**src/rtl/core/dday_pkg.sv**
```systemverilog
// ----------------------------------------------------------------------------
// dday_pkg: shared types and constants for the date day difference core
// Request and result payload structs, order codes, the month start table and
// the reciprocal used to divide by 25.
// ----------------------------------------------------------------------------
`default_nettype none

package dday_pkg;

    localparam int DAY_W    = 5;
    localparam int MONTH_W  = 4;
    localparam int YEAR_W   = 14;
    localparam int ORDER_W  = 2;
    localparam int COUNT_W  = 22;
    localparam int SERIAL_W = 23;
    localparam int MOFF_W   = 9;

    localparam logic [ORDER_W-1:0] ORDER_FIRST_EARLIER = 2'd0;
    localparam logic [ORDER_W-1:0] ORDER_EQUAL         = 2'd1;
    localparam logic [ORDER_W-1:0] ORDER_FIRST_LATER   = 2'd2;

    // x / 25 == (x * DIV25_MUL) >> DIV25_SHIFT for every 12-bit x.
    localparam logic [12:0] DIV25_MUL   = 13'd5243;
    localparam int          DIV25_SHIFT = 17;

    typedef struct packed {
        logic [DAY_W-1:0]   first_day;
        logic [MONTH_W-1:0] first_month;
        logic [YEAR_W-1:0]  first_year;
        logic [DAY_W-1:0]   second_day;
        logic [MONTH_W-1:0] second_month;
        logic [YEAR_W-1:0]  second_year;
    } t_date_pair;

    typedef struct packed {
        logic [ORDER_W-1:0] order;
        logic [COUNT_W-1:0] day_count;
    } t_day_diff;

    // Days before the first of month m in a common year. Months past
    // December count 31 days each.
    function automatic logic [MOFF_W-1:0] month_offset(input logic [MONTH_W-1:0] m);
        logic [MOFF_W-1:0] v;
        unique case (m)
            4'd0, 4'd1: v = 9'd0;
            4'd2:       v = 9'd31;
            4'd3:       v = 9'd59;
            4'd4:       v = 9'd90;
            4'd5:       v = 9'd120;
            4'd6:       v = 9'd151;
            4'd7:       v = 9'd181;
            4'd8:       v = 9'd212;
            4'd9:       v = 9'd243;
            4'd10:      v = 9'd273;
            4'd11:      v = 9'd304;
            4'd12:      v = 9'd334;
            4'd13:      v = 9'd365;
            4'd14:      v = 9'd396;
            default:    v = 9'd427;
        endcase
        return v;
    endfunction

endpackage

`default_nettype wire

```
**src/rtl/core/dday_serial.sv**
```systemverilog
// ----------------------------------------------------------------------------
// dday_serial: day serial of one date
// Days of all whole years before the year, plus the days of the months before
// the month (with the leap day after February), plus the day field.
// ----------------------------------------------------------------------------
`default_nettype none

module dday_serial
    import dday_pkg::*;
(
    input  wire logic [DAY_W-1:0]    i_day,
    input  wire logic [MONTH_W-1:0]  i_month,
    input  wire logic [YEAR_W-1:0]   i_year,
    output logic      [SERIAL_W-1:0] o_serial
);

    logic [YEAR_W-1:0]   prev_year;
    logic [11:0]         prev_q4;
    logic [24:0]         prev_prod;
    logic [7:0]          prev_q100;
    logic [SERIAL_W-1:0] year_days;
    logic [11:0]         year_q4;
    logic [24:0]         year_prod;
    logic [7:0]          year_q100;
    logic [11:0]         year_r25;
    logic                div4;
    logic                div100;
    logic                leap;
    logic                add_leap_day;

    // Leap days before year y are p/4 - p/100 + p/400 with p = y - 1, and
    // p/100 is (p/4)/25.
    assign prev_year = i_year - 14'd1;
    assign prev_q4   = prev_year[YEAR_W-1:2];
    assign prev_prod = 25'(prev_q4) * 25'(DIV25_MUL);
    assign prev_q100 = prev_prod[24:DIV25_SHIFT];

    always_comb begin
        if (i_year == '0) begin
            year_days = '0;
        end else begin
            year_days = SERIAL_W'(i_year) * 23'd365 + 23'd1 + SERIAL_W'(prev_q4)
                      - SERIAL_W'(prev_q100) + SERIAL_W'(prev_q100[7:2]);
        end
    end

    // Leap test: y divisible by 4, and not by 100 unless also by 400.
    assign year_q4   = i_year[YEAR_W-1:2];
    assign year_prod = 25'(year_q4) * 25'(DIV25_MUL);
    assign year_q100 = year_prod[24:DIV25_SHIFT];
    assign year_r25  = year_q4 - 12'(year_q100) * 12'd25;
    assign div4      = (i_year[1:0] == 2'd0);
    assign div100    = div4 && (year_r25 == '0);
    assign leap      = div4 && (!div100 || (year_q100[1:0] == 2'd0));

    assign add_leap_day = leap && (i_month > 4'd2);

    assign o_serial = year_days + SERIAL_W'(month_offset(i_month))
                    + SERIAL_W'(add_leap_day) + SERIAL_W'(i_day);

endmodule

`default_nettype wire

```
**config.mk**
```make
export PLATFORM = sky130hd
export DESIGN_NAME = dday_serial
export DESIGN_NICKNAME = d
export VERILOG_FILES = /design/src/rtl/core/dday_pkg.sv /design/src/rtl/core/dday_serial.sv
export SDC_FILE = /design/constraint.sdc
export NUM_CORES = 1
export LEC_CHECK = 0
export BUFFER_PORTS_ARGS = -buffer_cell sky130_fd_sc_hd__buf_2
export CORE_MARGIN = 4
export CORE_UTILIZATION = 35
export DETAILED_ROUTE_END_ITERATION = 6
export PLACE_DENSITY = 0.52
export SYNTH_ARGS = -nofsm -noshare
export SYNTH_HDL_FRONTEND = slang
export SYNTH_SLANG_ARGS = --single-unit
```
**constraint.sdc**
```tcl
create_clock -name vclk -period 18.7
set_clock_uncertainty 0.05 [all_clocks]
set_input_delay 0.935 -clock vclk [all_inputs]
set_output_delay 0.935 -clock vclk [all_outputs]
set_load 0.01 [all_outputs]
```
==> summary.txt <==
Clock tree
  – Post-CTS Setup Bufs: 0
  – Hold Buf Count CTS: 0
  – PostCTS Resize Cnt: 0

Worst hold path
  – Worst hold path type: primary input to output pin
  – Worst Hold Depth: 4
  – Worst hold start: i_day[0]
  – Hold Path End: o_serial[0]

Die
  – Die H: 191 um
  – Die area: 0.0365 mm^2
  – Rows: 66
  – Die width: 191 um
  – Starting density of the core: 35.7%
  – Core Region: 0.0328 mm^2
  – I/O pins: 46

Drt
  – Vias: 8211
  – Via-to-Cell Ratio: 4.63
  – Final ANT Viol Nets: 0
  – Wirelength per Cell: 14.3 um
  – # DRC: 0
  – DR pass1 iterations: 4
  – Starting DRT DRC Count: 277
  – Final wirelength: 25.4 mm

Setup path
  – Kind of critical path: primary input to output pin
  – Max stage delay on crit path: 0.94 ns
  – CP Launch Type: primary input
  – CP required: 17.72 ns
  – CP max FO: 13
  – CP most frequent cell: fa_1
  – Crit path max-delay cell type: nor4b_1
  – CP Capture Type: output pin
  – Data arrival time of the worst path: 14.02 ns

STA
  – Hold Violations, Final: 0
  – RSZ-0062 raised after global routing: no
  – Clock period minus worst slack: 15.01 ns
  – Final setup fails: 0
  – Slew @ Worst Pin: 1.11 ns
  – Max Slew Vio Count: 0
  – Fmax: 66.6 MHz
  – Max-Slew Margin vs Limit: 24.9%
  – Period utilisation layout: 80.2%
  – Sum Neg Setup Slack: 0 ns

Yosys
  – Count of cell types in the netlist: 66
  – Seq/Total Area, Yosys: 0%
  – Syn Nets: 1795
  – Post-Syn Area: 0.0117 mm^2
  – Post-Synthesis Cells: 1286
  – Yosys warnings: 0
  – Mean Syn Cell Area: 9.11 um^2

Global route
  – First-pass GRT wire length: 44.3 mm
  – Pin count of the biggest net entering global routing: 21
  – Vias in the first global route: 8789
  – Total grt overflow: 0
  – Initial antenna violation count: 0
  – All-Layer GR Usage: 14.7%

Final layout
  – Share of layout cells above drive strength 1: 6.24%
  – Layout area overhead: 6.58%
  – Clk_buf instances: 0
  – Final net count: 1842
  – Fill cells: 3447
  – Diodes inserted: 0
  – Flip-flop and latch count: 0
  – FF/Latch Area: 0 um^2

Flow run
  – Max-cap violation count: 0

Place
  – IO Port Bufs: 46
  – Post-DP HPWL: 23.6 mm
  – GPL Wtd Cong: 0.842

Outcome
  – Outcome: completed
## cell type report
class	count	area [um^2]	area share [%]
repair buffers	51	268	2.14
multi-input cells	901	10200	82.0
well taps	442	553	4.43
inverters	379	1420	11.4
## cells in the mapped netlist (all sizes together) (2+ instances only)
master,count,area [um^2]
nand2b,4,25.0
a221oi,2,17.5
nor4b,2,17.5
and4,4,36.3
nand4b,2,17.5
a41o,2,21.3
a21o,27,205
o21ai,29,149
o41ai,2,25.0
xnor2,54,473
mux2,3,33.8
nand3,16,85.1
nand4,7,58.8
nand3b,2,15.0
mux2i,5,50.1
a31oi,5,31.3
o31ai,3,22.5
o21bai,8,60.1
nor4,2,25.0
nor2,34,128
and3,6,41.3
a21boi,3,22.5
a2111oi,4,73.8
and2,4,25.0
nor3,14,75.1
or2,8,50.1
o31a,2,17.5
a211oi,8,60.1
ha,301,3770
o21a,8,61.3
fa,185,3700
a21oi,47,235
inv,379,1420
xor2,24,210
o211ai,6,45.0
or3,4,31.3
nor2b,10,62.6
nor3b,2,26.3
clkbuf,5,38.8
nand2,44,165
## metal layers
layer	up-vias	routed length (um)	global-route usage, %	part of all wire (%)
met4	0	133	0.773	0.52
met3	4	378	0.0730	1.5
met1	3981	12500	21.5	49
met5	-	0	0	0
li1	4169	-	-	-
met2	57	12400	25.9	49
## worst max path at each step
stage                          from            to  depth (start not counted)
final                     i_year[2]  o_serial[21]                         51
after CTS                 i_year[2]  o_serial[21]                         51
after global routing      i_year[2]  o_serial[21]                         51
after global placement    i_year[2]  o_serial[21]                         51
after detailed placement  i_year[2]  o_serial[21]                         51
after floorplan           i_year[2]  o_serial[21]                         50
## logic make-up (layout without fill, tap and decap cells)
group	after synthesis	after routing	share of synthesized area [%]
AOI/OAI and AO/OA	163	163	9.47
xor gates and xnor gates	78	78	5.83
adders and majority gates	486	486	63.8
buffers and inverters	385	430	12.6
muxes	8	8	0.716
and+or+nand+nor	166	166	7.65
## cells in the final DEF, fill, tap and decap left out, types with 10 or more instances in the layout
cell type	instances
inv_1	379
a21o_1	25
ha_1	301
fa_1	185
a21oi_1	47
nor2_1	34
buf_2	46
nor2b_1	10
nand2_1	44
xor2_1	24
nor3_1	13
xnor2_1	54
o21ai_0	24
nand3_1	15
## metrics by stage
stage	hold WS (ns)	instances	setup slack [ns]	util [%]	instance area (um^2)
floorplan	2.12	1286	5.45	-	11700
global placement	2.35	1773	3.95	38.1	12500
detailed placement	2.35	1773	3.65	38.1	12500
CTS	2.36	1773	3.59	38.1	12500
global route	2.39	1773	2.42	38.1	12500
finish	2.34	1773	3.69	38.1	12500
## worst max-delay path, delay by kind of cell
kind	cells	cell delay, ns
compound gates	12	2.88
fa+ha+maj	14	6.00
simple gates	12	2.13
buf+inv	9	1.08
xor+xnor	4	1.03
Power is left out: the tool's default activity adds up to more than one toggle a clock period on the data nets, which glitch-free logic cannot reach.
